[config.mk]
export PLATFORM = sky130hd
export DESIGN_NAME = bitmap_block_allocator_core
export DESIGN_NICKNAME = d
export VERILOG_FILES = /design/src/hw/rtl/bba_pkg.sv /design/src/hw/rtl/bba_ctrl.sv /design/src/hw/rtl/bba_dpath.sv /design/src/hw/rtl/bitmap_block_allocator_core.sv
export SDC_FILE = /design/constraint.sdc
export NUM_CORES = 1
export LEC_CHECK = 0
export BUFFER_PORTS_ARGS = -buffer_cell sky130_fd_sc_hd__buf_2
export CORE_AREA = 3 3 217 219
export CTS_BUF_LIST = sky130_fd_sc_hd__clkbuf_16
export CTS_CLUSTER_DIAMETER = 30
export CTS_CLUSTER_SIZE = 8
export DETAILED_ROUTE_END_ITERATION = 12
export DIE_AREA = 0 0 220 222
export GPL_TIMING_DRIVEN = 0
export PLACE_DENSITY = 0.84
export SLEW_MARGIN = 10
export SYNTH_ARGS = -nofsm -noshare
export SYNTH_HDL_FRONTEND = slang
export SYNTH_SLANG_ARGS = --single-unit
[constraint.sdc]
create_clock -name clk -period 6.75 [get_ports clk]
set_input_delay 0 -clock clk [delete_from_list [all_inputs] [get_ports clk]]
set_output_delay 0 -clock clk [all_outputs]
set_load 0.1 [all_outputs]
[src/hw/rtl/bba_pkg.sv]
// ----------------------------------------------------------------------------
// bba_pkg
// Shared types, constants and helpers of the bitmap block allocator.
// ----------------------------------------------------------------------------
`default_nettype none

package bba_pkg;

  localparam int BM_BYTES   = 64;
  localparam int BM_IDX_W   = (BM_BYTES > 1) ? $clog2(BM_BYTES) : 1;
  localparam int BM_CNT_W   = $clog2(BM_BYTES + 1);
  localparam int BLK_W      = 10;
  localparam int BLK_MAX    = (1 << BLK_W) - 1;
  localparam int CAND_W     = $clog2(BLK_MAX + BM_BYTES * 8 + 1);
  localparam int CFG_IDX_W  = 1;

  localparam logic [CFG_IDX_W-1:0] CFG_FIRST_DATA = 1'b0;
  localparam logic [CFG_IDX_W-1:0] CFG_LAST_BLOCK = 1'b1;

  typedef enum logic [1:0] {
    KIND_FIND = 2'd0,
    KIND_SET  = 2'd1,
    KIND_CLR  = 2'd2,
    KIND_NOP  = 2'd3
  } kind_t;

  typedef enum logic [1:0] {
    ST_OK     = 2'd0,
    ST_RANGE  = 2'd1,
    ST_NOFREE = 2'd2
  } status_t;

  typedef enum logic [1:0] {
    RES_OK,
    RES_RANGE,
    RES_NOFREE,
    RES_FIND
  } res_sel_t;

  typedef enum logic [1:0] {
    S_IDLE,
    S_SCAN,
    S_MARK_CHK,
    S_MARK_WR
  } state_t;

  // controller -> datapath
  typedef struct packed {
    logic     capture;   // latch input item, restart scan
    logic     scan_rd;   // read byte at scan counter, advance
    logic     mark_rd;   // read byte holding the marked block
    logic     mark_wr;   // write back modified byte
    logic     res_load;  // load result registers, strobe done
    res_sel_t res_sel;
  } bba_cmd_t;

  // datapath -> controller
  typedef struct packed {
    logic range_err;  // latched block fails range check
    logic rd_pend;    // scan byte returned this cycle
    logic byte_hit;   // returned byte has a free bit
    logic rd_last;    // returned byte is the last one
    logic scan_end;   // every byte has been requested
  } bba_sts_t;

  // position of the first zero bit, MSB first
  function automatic logic [2:0] first_zero_msb(input logic [7:0] b);
    logic [2:0] pos;
    logic       hit;
    pos = '0;
    hit = 1'b0;
    for (int i = 0; i < 8; i++) begin
      if (!hit && !b[7-i]) begin
        pos = 3'(i);
        hit = 1'b1;
      end
    end
    return pos;
  endfunction

endpackage

`default_nettype wire

[src/hw/rtl/bba_ctrl.sv]
// ----------------------------------------------------------------------------
// bba_ctrl
// Sequencer for find scans and mark read-modify-write.
// ----------------------------------------------------------------------------
`default_nettype none

module bba_ctrl (
  input  wire logic              clk,
  input  wire logic              rst,
  input  wire logic              start,
  input  wire logic [1:0]        kind,
  input  wire bba_pkg::bba_sts_t sts,
  output bba_pkg::bba_cmd_t      cmd,
  output logic                   busy
);
  import bba_pkg::*;

  state_t state, state_next;

  always_ff @(posedge clk) begin
    if (rst) begin
      state <= S_IDLE;
    end else begin
      state <= state_next;
    end
  end

  always_comb begin
    state_next  = state;
    cmd         = '0;
    cmd.res_sel = RES_OK;
    busy        = (state != S_IDLE);
    unique case (state)
      S_IDLE: begin
        if (start) begin
          cmd.capture = 1'b1;
          unique case (kind_t'(kind))
            KIND_FIND: state_next = S_SCAN;
            KIND_SET,
            KIND_CLR:  state_next = S_MARK_CHK;
            KIND_NOP: begin
              cmd.res_load = 1'b1;
              cmd.res_sel  = RES_OK;
            end
          endcase
        end
      end
      S_SCAN: begin
        priority if (sts.rd_pend && sts.byte_hit) begin
          cmd.res_load = 1'b1;
          cmd.res_sel  = RES_FIND;
          state_next   = S_IDLE;
        end else if (sts.rd_pend && sts.rd_last) begin
          cmd.res_load = 1'b1;
          cmd.res_sel  = RES_NOFREE;
          state_next   = S_IDLE;
        end else begin
          cmd.scan_rd = !sts.scan_end;
        end
      end
      S_MARK_CHK: begin
        if (sts.range_err) begin
          cmd.res_load = 1'b1;
          cmd.res_sel  = RES_RANGE;
          state_next   = S_IDLE;
        end else begin
          cmd.mark_rd = 1'b1;
          state_next  = S_MARK_WR;
        end
      end
      S_MARK_WR: begin
        cmd.mark_wr  = 1'b1;
        cmd.res_load = 1'b1;
        cmd.res_sel  = RES_OK;
        state_next   = S_IDLE;
      end
    endcase
  end

endmodule

`default_nettype wire

[src/hw/rtl/bba_dpath.sv]
// ----------------------------------------------------------------------------
// bba_dpath
// Bitmap memory, scan counter, range check, config and result registers.
// ----------------------------------------------------------------------------
`default_nettype none

module bba_dpath (
  input  wire logic                                   clk,
  input  wire logic                                   rst,
  input  wire bba_pkg::bba_cmd_t                      cmd,
  output bba_pkg::bba_sts_t                           sts,
  input  wire logic [1:0]                             kind,
  input  wire logic [bba_pkg::BLK_W-1:0]              block_number,
  input  wire logic                                   cfg_we,
  input  wire logic [bba_pkg::CFG_IDX_W-1:0]          cfg_index,
  input  wire logic [bba_pkg::BLK_W-1:0]              cfg_wdata,
  output logic                                        done,
  output logic [bba_pkg::BLK_W-1:0]                   found_block,
  output logic [1:0]                                  status
);
  import bba_pkg::*;

  logic [7:0]          mem [BM_BYTES];
  logic [BM_BYTES-1:0] vld;

  logic [BLK_W-1:0]    first_blk;
  logic [BLK_W-1:0]    last_blk;
  logic [1:0]          kind_q;
  logic [BLK_W-1:0]    blk_q;

  logic [BM_CNT_W-1:0] scan_cnt;
  logic [BM_IDX_W-1:0] rd_idx;
  logic                rd_pend;
  logic [7:0]          rd_data;
  logic                rd_vld;

  logic [BLK_W-1:0]    offset;
  logic [BM_IDX_W-1:0] mark_idx;
  logic [BM_IDX_W-1:0] raddr;
  logic                rd_en;
  logic [7:0]          rd_byte;
  logic [7:0]          bit_mask;
  logic [7:0]          wr_byte;
  logic [CAND_W-1:0]   cand;
  logic                cand_ok;

  // config registers
  always_ff @(posedge clk) begin
    if (rst) begin
      first_blk <= '0;
      last_blk  <= BLK_W'(511);
    end else if (cfg_we) begin
      unique case (cfg_index)
        CFG_FIRST_DATA: first_blk <= cfg_wdata;
        CFG_LAST_BLOCK: last_blk  <= cfg_wdata;
      endcase
    end
  end

  always_ff @(posedge clk) begin
    if (cmd.capture) begin
      kind_q <= kind;
      blk_q  <= block_number;
    end
  end

  // range check of the marked block
  assign offset   = blk_q - first_blk;
  assign mark_idx = offset[3 +: BM_IDX_W];
  assign sts.range_err = (blk_q < first_blk) || (blk_q > last_blk) ||
                         ({1'b0, offset[BLK_W-1:3]} >= 8'(BM_BYTES));

  // scan counter and read tracking
  always_ff @(posedge clk) begin
    if (rst) begin
      scan_cnt <= '0;
      rd_pend  <= 1'b0;
    end else begin
      rd_pend <= cmd.scan_rd;
      if (cmd.capture) begin
        scan_cnt <= '0;
      end else if (cmd.scan_rd) begin
        scan_cnt <= scan_cnt + 1'b1;
      end
    end
  end

  always_ff @(posedge clk) begin
    if (cmd.scan_rd) begin
      rd_idx <= scan_cnt[BM_IDX_W-1:0];
    end
  end

  assign raddr = cmd.mark_rd ? mark_idx : scan_cnt[BM_IDX_W-1:0];
  assign rd_en = cmd.mark_rd || cmd.scan_rd;

  // bitmap memory; a byte never written reads as all free
  always_ff @(posedge clk) begin
    if (rd_en) begin
      rd_data <= mem[raddr];
      rd_vld  <= vld[raddr];
    end
    if (cmd.mark_wr) begin
      mem[mark_idx] <= wr_byte;
    end
  end

  always_ff @(posedge clk) begin
    if (rst) begin
      vld <= '0;
    end else if (cmd.mark_wr) begin
      vld[mark_idx] <= 1'b1;
    end
  end

  assign rd_byte  = rd_vld ? rd_data : 8'h00;
  assign bit_mask = 8'h80 >> offset[2:0];
  assign wr_byte  = (kind_q == KIND_SET) ? (rd_byte | bit_mask) : (rd_byte & ~bit_mask);

  assign sts.rd_pend  = rd_pend;
  assign sts.byte_hit = (rd_byte != 8'hff);
  assign sts.rd_last  = (rd_idx == BM_IDX_W'(BM_BYTES - 1));
  assign sts.scan_end = (scan_cnt == BM_CNT_W'(BM_BYTES));

  // candidate block of the first free bit in the returned byte
  assign cand    = CAND_W'(first_blk) + CAND_W'({rd_idx, 3'b000}) +
                   CAND_W'(first_zero_msb(rd_byte));
  assign cand_ok = (cand <= CAND_W'(last_blk)) && (cand <= CAND_W'(BLK_MAX));

  // result registers
  always_ff @(posedge clk) begin
    if (rst) begin
      done <= 1'b0;
    end else begin
      done <= cmd.res_load;
    end
  end

  always_ff @(posedge clk) begin
    if (cmd.res_load) begin
      unique case (cmd.res_sel)
        RES_OK: begin
          found_block <= '0;
          status      <= ST_OK;
        end
        RES_RANGE: begin
          found_block <= '0;
          status      <= ST_RANGE;
        end
        RES_NOFREE: begin
          found_block <= '0;
          status      <= ST_NOFREE;
        end
        RES_FIND: begin
          if (cand_ok) begin
            found_block <= cand[BLK_W-1:0];
            status      <= ST_OK;
          end else begin
            found_block <= '0;
            status      <= ST_NOFREE;
          end
        end
      endcase
    end
  end

endmodule

`default_nettype wire

[src/hw/rtl/bitmap_block_allocator_core.sv]
// ----------------------------------------------------------------------------
// bitmap_block_allocator_core
// Busy bitmap of storage blocks: find lowest free block, mark busy or free.
// ----------------------------------------------------------------------------
//  channel   ports                                   handshake
//  request   kind, block_number                      start & !busy
//  result    found_block, status                     done, one cycle
//  config    cfg_index, cfg_wdata                    cfg_we
//
//  Find: the bitmap memory is scanned one byte per cycle through its
//  single registered read port until a byte with a free bit returns.
//  Mark: done after the range check when out of range, else after a read and a write.
//  Unused kind: done in the cycle after accept.
//  Reset clears all valid bits at once; no clearing pass is needed.
//  Results cannot be stalled; busy drops in the cycle done is shown.
// ----------------------------------------------------------------------------
`default_nettype none

module bitmap_block_allocator_core (
  input  wire logic                              clk,
  input  wire logic                              rst,
  input  wire logic                              start,
  output logic                                   busy,
  input  wire logic [1:0]                        kind,
  input  wire logic [bba_pkg::BLK_W-1:0]         block_number,
  output logic                                   done,
  output logic [bba_pkg::BLK_W-1:0]              found_block,
  output logic [1:0]                             status,
  input  wire logic                              cfg_we,
  input  wire logic [bba_pkg::CFG_IDX_W-1:0]     cfg_index,
  input  wire logic [bba_pkg::BLK_W-1:0]         cfg_wdata
);
  import bba_pkg::*;

  bba_cmd_t cmd;
  bba_sts_t sts;

  bba_ctrl u_ctrl (
    .clk   (clk),
    .rst   (rst),
    .start (start),
    .kind  (kind),
    .sts   (sts),
    .cmd   (cmd),
    .busy  (busy)
  );

  bba_dpath u_dpath (
    .clk          (clk),
    .rst          (rst),
    .cmd          (cmd),
    .sts          (sts),
    .kind         (kind),
    .block_number (block_number),
    .cfg_we       (cfg_we),
    .cfg_index    (cfg_index),
    .cfg_wdata    (cfg_wdata),
    .done         (done),
    .found_block  (found_block),
    .status       (status)
  );

endmodule

`default_nettype wire

; Yosys cells after proc, flatten, opt, wreduce, memory -nomap -nowiden
; Memories as Yosys holds them, arrays and structs flattened. A register that Yosys moved wholly into a read port is not among the register bits.
; Cells that the tools add are included.
[totals]
reg_bits = 126
word_cells = 133
inputBits = 27
ram_bits = 512
out_inout_bits = 14
n_memories = 1
[mem_list]
columns = name, words, word_bits, rd, rd_ports_with_merged_regs, wr, line
row1 = u_dpath.mem, 64, 8, 1, 1, 1, bba_dpath.sv:23  ; logic [7:0] mem [BM_BYTES];
[classes]
eq_ne = 16
shift = 1
n_addsub = 4
order_cmp = 8
bitwise = 5
muxes = 47
n_reduce_logical = 38
[op_table]
columns = op, n
row1 = $or A64 B64 Y64, 1
row2 = $mux W3, 9
row3 = $mux W1, 20
row4 = $pmux W10 S2, 1
row5 = $mux W8, 2
row6 = $pmux W2 S4, 2
row7 = $logic_not A1 Y1, 14
row8 = $lt A6 B7 Y1 const B, 2
row9 = $mux W2, 7
row10 = $eq A2 B2 Y1 const B, 6
row11 = $pmux W3 S4, 1
row12 = $add A10 B9 Y11, 1
row13 = $add A11 B3 Y11, 1
row14 = $le A11 B10 Y1, 1
row15 = $le A11 B10 Y1 const B, 1
row16 = $logic_and A1 B1 Y1, 11
row17 = $gt A10 B10 Y1, 1
row18 = $lt A10 B10 Y1, 1
row19 = $mux W10, 1
row20 = $sub A10 B10 Y10, 1
row21 = $and A8 B8 Y8, 1
row22 = $eq A2 B1 Y1 const B, 4
row23 = $ne A8 B8 Y1 const B, 1
row24 = $not A8 Y8, 1
row25 = 22 further kinds, 28

; Depth between registers and ports, before layout
; Gate-level depths: netlist (run 1).
[depth]
depth_word = 27
mapped_depth = 22
ltp_nobuf = 21

; Modules after synthesis
; Synthesis (run 1) repeated with hierarchy kept, for this count alone.
[hier_totals]
hier_cells = 2350
area_unflattened_um2 = 28038.1
[by_module_without_submodules]
columns = module, area_per_inst_um2, seq_area_each_um2, cells_per_inst, n_inst
row1 = bba_dpath, 27815.4, 18407.7, 2322, 1
row2 = bba_ctrl, 222.7, 40.0, 28, 1

; Least setup slack after synthesis (run 1)
; No wires, ideal clock.
[synth_path]
path_type = reg-to-reg
from = reg u_dpath.blk_q[0]
to = mem u_dpath.mem[0][6] (data pin)
t_arrival_ns = 4.959
period_less_slack_ns = 5.864
setup_ns = 0.905
path_buffers = 1
required_ns = 5.845
setup_slack_ns = 0.886
stages_incl_launch_ff = 7
path_cell_list = edfxtp_1 -> inv_1 -> ha_1 -> inv_1 -> fa_1 -> clkbuf_2 -> o41ai_1
[synth_via]
elab_chain_cells = 5
word_cells_on_any_way = 6
cone_classes = 1 x add/sub / 1 x shift / 1 x mux / 3 x bitwise
[synth_lines]
columns = element, line
row1 = from (decl), bba_dpath.sv:29  ; logic [BLK_W-1:0] blk_q;
row2 = from (signal assigned), bba_dpath.sv:63  ; blk_q <= block_number;
row3 = $sub A10 B10 Y10 (*), bba_dpath.sv:68  ; assign offset = blk_q - first_blk;
row4 = $shr A8 B3 Y8 (*), bba_dpath.sv:117  ; assign bit_mask = 8'h80 >> offset[2:0];
row5 = $not A8 Y8, bba_dpath.sv:118  ; assign wr_byte = (kind_q == KIND_SET) ? (rd_byte | bit_mask) : (rd_byte & ~bit_mask);
row6 = $and A8 B8 Y8, bba_dpath.sv:118
row7 = $mux W8 (*), bba_dpath.sv:118
row8 = named net u_dpath.wr_byte[6], bba_dpath.sv:43  ; logic [7:0] wr_byte;
row9 = to (decl), bba_dpath.sv:23
; The timed path passes the listed nets; every way through them passes the cells marked *.

; Final worst setup path (run 1)
[layout_path]
from = reg u_dpath.first_blk[1]
to = reg u_dpath.rd_data[1], read port of u_dpath.mem (data pin)
[layout_via]
elab_chain_cells = 6
word_cells_on_any_way = 9
cone_classes = 1 x add/sub / 2 x order compare / 3 x mux / 3 x reduce/logical
[layout_lines]
columns = element, line
row1 = from (decl), bba_dpath.sv:26  ; logic [BLK_W-1:0] first_blk;
row2 = from (signal assigned), bba_dpath.sv:54  ; CFG_FIRST_DATA: first_blk <= cfg_wdata;
row3 = $sub A10 B10 Y10 or $lt A10 B10 Y1 (tied branches), "bba_dpath.sv:68, bba_dpath.sv:70"
row4 = $ge A7 B7 Y1 or $logic_or A1 B1 Y1 (tied branches), "bba_dpath.sv:71, bba_dpath.sv:70"
row5 = $logic_or A1 B1 Y1, bba_dpath.sv:70  ; assign sts.range_err = (blk_q < first_blk) || (blk_q > last_blk) ||
row6 = $mux W1, bba_ctrl.sv:62  ; if (sts.range_err) begin
row7 = $mux W1, bba_ctrl.sv:33  ; unique case (state)
row8 = $mux W6 or $logic_or A1 B1 Y1 (tied branches), "bba_dpath.sv:94, bba_dpath.sv:95"
row9 = to (decl), bba_dpath.sv:34  ; logic [7:0] rd_data;
; Parallel ways exist; a longest one is shown, timed or not.
; A chain may end at the register's enable or synchronous reset.

==> impl_metrics.yaml, run 1 <==
outcome:
  status: "finished, final reports clean"
synth:
  synth_top_family_by_area: "compound AO/OA/AOI/OAI gates"
  syn_inst: 1934
  synth_cell_type_count: 66
  yosys.area_share.simple_pct: 9.09
  synth_area_sq_um: 27000
  netlist.area_leader.share_pct: 61.3
  ys.flop_type: "edfxtp_1"
  yosys-mux-area-fraction_pct: 6.47
  synth-compound-area-share_pct: 10.9
  synth-adder-area-share_pct: 2.14
  synthesis.nets: 2006
  synth_edf_count: 551
  yosys-top-cells-area: "edfxtp_1 61%, dfxtp_1 7.0%, mux2i_1 4.6%, nor2_1 3.1%, nand2_1 2.2%"
  synth_area_per_cell_sq_um: 14.0
  synth-seq-cells: 646
  yosysWarningCount: 0
  seq_area_frac_synth_pct: 68.3
  synthXorXnorAreaFrac_pct: 0.616
  ys_async_sr_fraction_pct: 0
  yosysTopAreaCell: "edfxtp_1"
clocking:
  cts_tree: "built"
  cts_buffers: 110
  root_buffer: "clkbuf_16"
  ctsHoldBuffers: 44
  clock_path_buffers: 3
  worstSkewPairLatency_ps: 680
  ctsResizeCount: 0
  cts_setup_buffers: 0
  clkTransAtPathRegs_ps: 60
  cts.sinks: 646
  cts.htree.levels: 3
drt:
  drc: 0
  routed_wl_microns: 78100
  drtIter0Drc: 3246
  wl_per_cell_microns: 27.3
  via_per_inst: 6.67
  ant_nets: 0
  drtPass1Iterations: 8
  num_vias: 19049
die:
  core_area_sq_um: 45300
  die_w_microns: 220
  ios: 41
  initial_core_util_pct: 59.6
  die_h_microns: 222
  die-area_sq_um: 48800
  row_count: 78
hold_path:
  holdPathStages: 2
  hold_path_class: "input pin to flop"
  hp-start: "block_number[6]"
  hold-path-endpoint: "u_dpath.blk_q[6]"
sta:
  timing.fmax_mhz: 182
  finalClockSkew_ps: 42.7
  setup_violations: 0
  fin_ws_ps: 1240
  fin_crit_sh_pct: 81.6
  hold_violations: 0
  tightest_slew_ps: 1330
  tns_ps: 0
  min_period_ps: 5510
  whs_ps: 44.1
  slew_violations: 0
  rsz0062_at_grt: "no"
  relSlewSlack_pct: 8.72
worst_setup_path:
  r2r_setup_slack_ps: 1240
  crit_type: "flop to flop"
  crit_path_end_kind: "flop"
  crit_buf_inv: 4
  crit_path_frequent_cell: "mux2i_1"
  worstRegToRegCells: 15
  cp_slowest_cell: "a2111oi_0"
  r2r-end: "u_dpath.rd_data[1]"
  cp_max_fo: 10
  timing.rr.start: "u_dpath.first_blk[1]"
  crit_family: "compound AO/OA/AOI/OAI gates"
  critPathLaunchType: "flop"
  slowest_delay_ps: 1100
  cp.arrival_ps: 6000
  cp_cell_sequence: "inv_1 > ha_1 > nor2b_1 > o31a_1 > o211ai_2 > nand4_1 > a211oi_4 > buf_6 > mux2i_1 > buf_4 > clkbuf_1 > a211oi_1 > a2111oi_0 > o22ai_1 > mux2i_1"
  required_ps: 7250
global_routing:
  grt_pass1_wl_microns: 115000
  grt_pass1_vias: 18774
  grt_max_degree: 33
  globalRouteTotalUtil_pct: 31.8
  antenna_found_initial: 3
  grt_overflow: 0
cells_and_area:
  area.growth.synth_to_final_pct: 19.8
  drive_gt1_share_pct: 14.3
  nets: 2228
power:
  comb_power_share_pct: 8.0
  p_clk_share_pct: 49.0
  cellLeakagePower_nw: 11.8
  seq_power_share_pct: 43.0
  peakVddDrop_v: 0.000289
  p_switching_w: 0.00249
  swShare_pct: 24.1
  power.density_nw_per_um2: 319
  p_int_w: 0.00783
placement:
  gp_congestion: 0.977
  hpwl_microns: 48400
  dp_slack_ps: 1680
  port_buffers: 39
flow_run:
  maxCapViolCount: 0
routing by layer:
| metal | GRT usage [%] | share of wire (%) | vias up |
|---|---|---|---|
| met5 | 0 | 0 | - |
| met4 | 20.2 | 7.5 | 0 |
| li1 | - | - | 7879 |
| met3 | 9.89 | 13 | 390 |
| met2 | 48.3 | 45 | 1581 |
| met1 | 39.6 | 34 | 9199 |
how the worst max path moves through the flow:
stage,from,endpoint,slack (ps),cells after the start
2_1_floorplan,u_dpath.blk_q[0],u_dpath.mem[0][6],890,6
3_3_place_gp,u_dpath.blk_q[0],u_dpath.mem[11][6],-2500,6
3_5_place_dp,u_dpath.first_blk[1],u_dpath.rd_data[5],1680,15
4_1_cts,u_dpath.first_blk[1],u_dpath.rd_data[5],1660,15
5_1_grt,u_dpath.first_blk[1],u_dpath.rd_data[1],1120,16
6_report,u_dpath.first_blk[1],u_dpath.rd_data[1],1240,15
worst register-to-register path, stage by stage, from the launching register on:
cell and delay (ps):
dfxtp_1 430, inv_1 120, ha_1 270, nor2b_1 150, o31a_1 310, o211ai_2 200
nand4_1 210, a211oi_4 370, buf_6 220, mux2i_1 390, buf_4 300, clkbuf_1 520
a211oi_1 170, a2111oi_0 1100, o22ai_1 350, mux2i_1 250
power by group through the flow:
stage                     sequential [W]  combinational (W)  clock, W
after floorplan                  0.00458           0.000390         0
after global placement           0.00454           0.000658         0
after detailed placement         0.00451           0.000755         0
after CTS                        0.00444           0.000786   0.00503
after global routing             0.00443           0.000848   0.00525
final                            0.00444           0.000822   0.00505
logic make-up after synthesis:
kind of cell | count (synthesis)
compound gates | 385
xor+xnor | 19
fa+ha+maj | 45
buf+inv | 142
flops | 646
mux | 149
simple gates | 548
area by class of cell:
cell class / count / area (sq um)
flip-flops and latches: 646 / 18400
fillers: 2604 / 12900
well taps: 600 / 751
repair buffers: 110 / 1070
diodes: 3 / 7.51
clock buffers: 112 / 2800
clock inverters: 97 / 609
inverters: 35 / 131
plain buffers: 107 / 531
multi-input cells: 1146 / 8000
per-stage QoR:
stage / power, W / instances / cell area [sq um] / utilization [%]
finish: 0.0103 / 2856 / 32300 / 71.4
global route: 0.0105 / 2853 / 32300 / 71.4
CTS: 0.0103 / 2853 / 32300 / 71.4
detailed placement: 0.00526 / 2600 / 28500 / 62.9
global placement: 0.00520 / 2573 / 28000 / 61.7
floorplan: 0.00497 / 1934 / 27000 / -
registers in the layout, summed over array words and instances, names as in the netlist:
name	flops
u_dpath.rd_pend	1
u_dpath.mem	512
u_dpath.status	2
u_dpath.scan_cnt	7
u_dpath.rd_data	8
u_dpath.done	1
u_dpath.found_block	10
u_dpath.last_blk	10
u_ctrl.state	2
u_dpath.blk_q	10
u_dpath.rd_vld	1
u_dpath.rd_idx	6
u_dpath.vld	64
u_dpath.first_blk	10
u_dpath.kind_q	2
Yosys cell counts (21+ instances only):
cell / instances
nand3_1: 24
a32o_1: 36
edfxtp_1: 551
a211o_1: 45
a21oi_1: 72
and3_1: 21
a2111oi_0: 37
nand2_1: 156
o22ai_1: 36
and2_1: 68
clkbuf_1: 44
dfxtp_1: 95
a211oi_1: 73
inv_1: 35
nor2_1: 224
buf_2: 42
mux2i_1: 124
ha_1: 43
placed cells by master (no fill, tap or decap), drive strengths merged, types with 44 or more instances in the layout:
cell type    instances
a211o               45
and2                76
edfxtp             551
mux2i              126
a21oi               72
clkbuf             157
nand2              157
buf                127
a211oi              74
nor2               225
dlygate4sd3         44
dfxtp               95
inv                 83
Power figures use the tool's default switching activity.
==> inputs of run 2 (changes only) <==
==> constraint.sdc (replaced) <==
create_clock -name clk -period 5.2 [get_ports clk]
set_input_delay 0 -clock clk [delete_from_list [all_inputs] [get_ports clk]]
set_output_delay 0 -clock clk [all_outputs]
set_load 0.1 [all_outputs]
==> run 2 against run 1 <==
  * Die area stayed put
  * Total power is 30% higher
  * First-iteration DRC count is 10% lower
  * Critical path depth is 1 lower
  * Non-clock buffer count is 10 lower
  * Sequential share of layout area is 0.090 points lower
  * Final cell count is 0.49% lower
  * Flip-flop and latch count stayed put
  * Utilization is 0.11 points higher
  * Count of clock-buffer cells in the layout is 1 lower
  * Design area is 0.16% higher
  * Setup slack worse by 1100 ps
  * Largest cell class unchanged
  * Largest power group unchanged
==> impl_metrics.yaml, run 2 (same netlist as run 1, synthesis figures left out) <==
clocking:
  root_buffer: "clkbuf_16"
  clock_path_buffers: 3
  cts_buffers: 109
  cts.htree.levels: 3
  cts_setup_buffers: 0
  cts_tree: "built"
  clkTransAtPathRegs_ps: 50
  cts.sinks: 646
  worstSkewPairLatency_ps: 660
cells_and_area:
  layout_common_cells: "551 x edfxtp_1, 224 x nor2_1, 156 x nand2_1"
  area.growth.synth_to_final_pct: 20.0
  drive_gt1_share_pct: 15.0
  reg_top3: "u_dpath.mem (512), u_dpath.vld (64)"
  largest_register_ffs: 512
  largest-register: "u_dpath.mem"
  layout_commonest_cell: "edfxtp_1"
  stdcell_count: 2842
  nets: 2217
  final_cell_area_sq_um: 32400
worst_setup_path:
  cp.arrival_ps: 5560
  cp_slowest_cell: "a2111oi_0"
  crit_type: "flop to flop"
  critPathLaunchType: "flop"
  crit_family: "compound AO/OA/AOI/OAI gates"
  crit_path_end_kind: "flop"
  cp_max_fo: 10
  required_ps: 5710
  crit_buf_inv: 3
  cp_cell_sequence: "inv_1 > ha_1 > nor2b_1 > o31a_1 > o211ai_2 > nand4_1 > a211oi_4 > mux2i_4 > buf_2 > clkbuf_1 > a211oi_1 > a2111oi_0 > o22ai_1 > mux2i_1"
  slowest_delay_ps: 760
placement:
  hpwl_microns: 48500
  placed_cells: 2595
  dp_slack_ps: -205
  port_buffers: 39
  gp_congestion: 0.988
  placed_area_sq_um: 28500
sta:
  tns_ps: 0
  hold_violations: 0
  rsz0062_at_grt: "no"
  fin_ws_ps: 152
  relSlewSlack_pct: 20.0
  whs_ps: 66.4
  fin_crit_sh_pct: 97.1
  setup_violations: 0
  finalClockSkew_ps: 29.9
  tightest_slew_ps: 1200
  min_period_ps: 5050
  slew_violations: 0
  timing.fmax_mhz: 198
die:
  row_count: 78
  initial_core_util_pct: 59.6
  die_w_microns: 220
  die_h_microns: 222
  core_area_sq_um: 45300
  ios: 41
  die-area_sq_um: 48800
power:
  p_clk_share_pct: 49.1
  peakVddDrop_v: 0.000260
  swShare_pct: 23.9
  comb_power_share_pct: 8.0
  p_switching_w: 0.00321
  seq_power_share_pct: 42.9
  power.density_nw_per_um2: 415
  p_int_w: 0.0102
  cellLeakagePower_nw: 11.8
global_routing:
  globalRouteTotalUtil_pct: 32.1
  grt_pass1_vias: 18997
  antenna_found_initial: 0
  grt_max_degree: 33
  grt_overflow: 0
  grt_pass1_wl_microns: 116000
drt:
  wl_per_cell_microns: 27.7
  drc: 0
  via_per_inst: 6.72
  drtIter0Drc: 2920
  num_vias: 19107
  drtPass1Iterations: 7
  routed_wl_microns: 78700
  ant_nets: 0
flow_run:
  maxCapViolCount: 0
hold_path:
  hold_path_class: "input pin to flop"
outcome:
  status: "finished, final reports clean"
[run 2: cell types whose count changed in the layout (fill, tap and decap cells not counted), moves of 3 or more]
cell / change
a2111oi_0: -12
a2111oi_2: +9
clkinv_1: -9
clkinv_2: +7
buf_2: -5
clkinvlp_4: -4
dlygate4sd3_1: -4
buf_4: -3
clkbuf_1: -3
[run 2: layer usage]
metal / track usage [%] / vias to the layer above / wire (microns)
met2: 49.0 / 1640 / 36200
met3: 9.31 / 402 / 9870
met1: 40.0 / 9211 / 26800
met5: 0 / - / 0
li1: - / 7854 / -
met4: 21.4 / 0 / 5850
[run 2: area by class of cell]
| class | instances | area (sq um) |
|---|---|---|
| Tap cell | 600 | 751 |
| Clock buffer | 111 | 2780 |
| Timing Repair Buffer | 101 | 1020 |
| Inverter | 35 | 131 |
| Sequential cell | 646 | 18400 |
| Buffer | 106 | 529 |
| Fill cell | 2671 | 12900 |
| Clock inverter | 95 | 648 |
| Antenna cell | 2 | 5.00 |
| Multi-Input combinational cell | 1146 | 8090 |
[run 2: final timing paths]
path / from / to / slack (ps) / depth (start not counted)
max: u_dpath.first_blk[1] / u_dpath.rd_data[3] / 150 / 14
min: block_number[8] / u_dpath.blk_q[8] / 70 / 2
max reg2reg: u_dpath.first_blk[1] / u_dpath.rd_data[3] / 150 / 14
min reg2reg: u_dpath.scan_cnt[2] / u_dpath.rd_idx[2] / 460 / 0
[run 2: power by group through the flow]
stage          clock, W  sequential (W)  combinational [W]
2_1_floorplan         0         0.00594           0.000508
3_3_place_gp          0         0.00589           0.000856
3_5_place_dp          0         0.00585           0.000984
4_1_cts         0.00658         0.00576            0.00102
5_1_grt         0.00685         0.00576            0.00111
6_report        0.00660         0.00576            0.00108
[run 2: what timing repair did]
action                     CTS  global route
gates resized for setup      3            22
hold endpoints to repair    35             0
hold buffers                40             0
setup endpoints to repair    3            20
[run 2: per-stage QoR]
stage,utilization (%),power [W]
6_report,71.5,0.0134
5_1_grt,71.5,0.0137
3_5_place_dp,62.9,0.00684
2_1_floorplan,-,0.00645
3_3_place_gp,61.7,0.00675
4_1_cts,71.4,0.0134
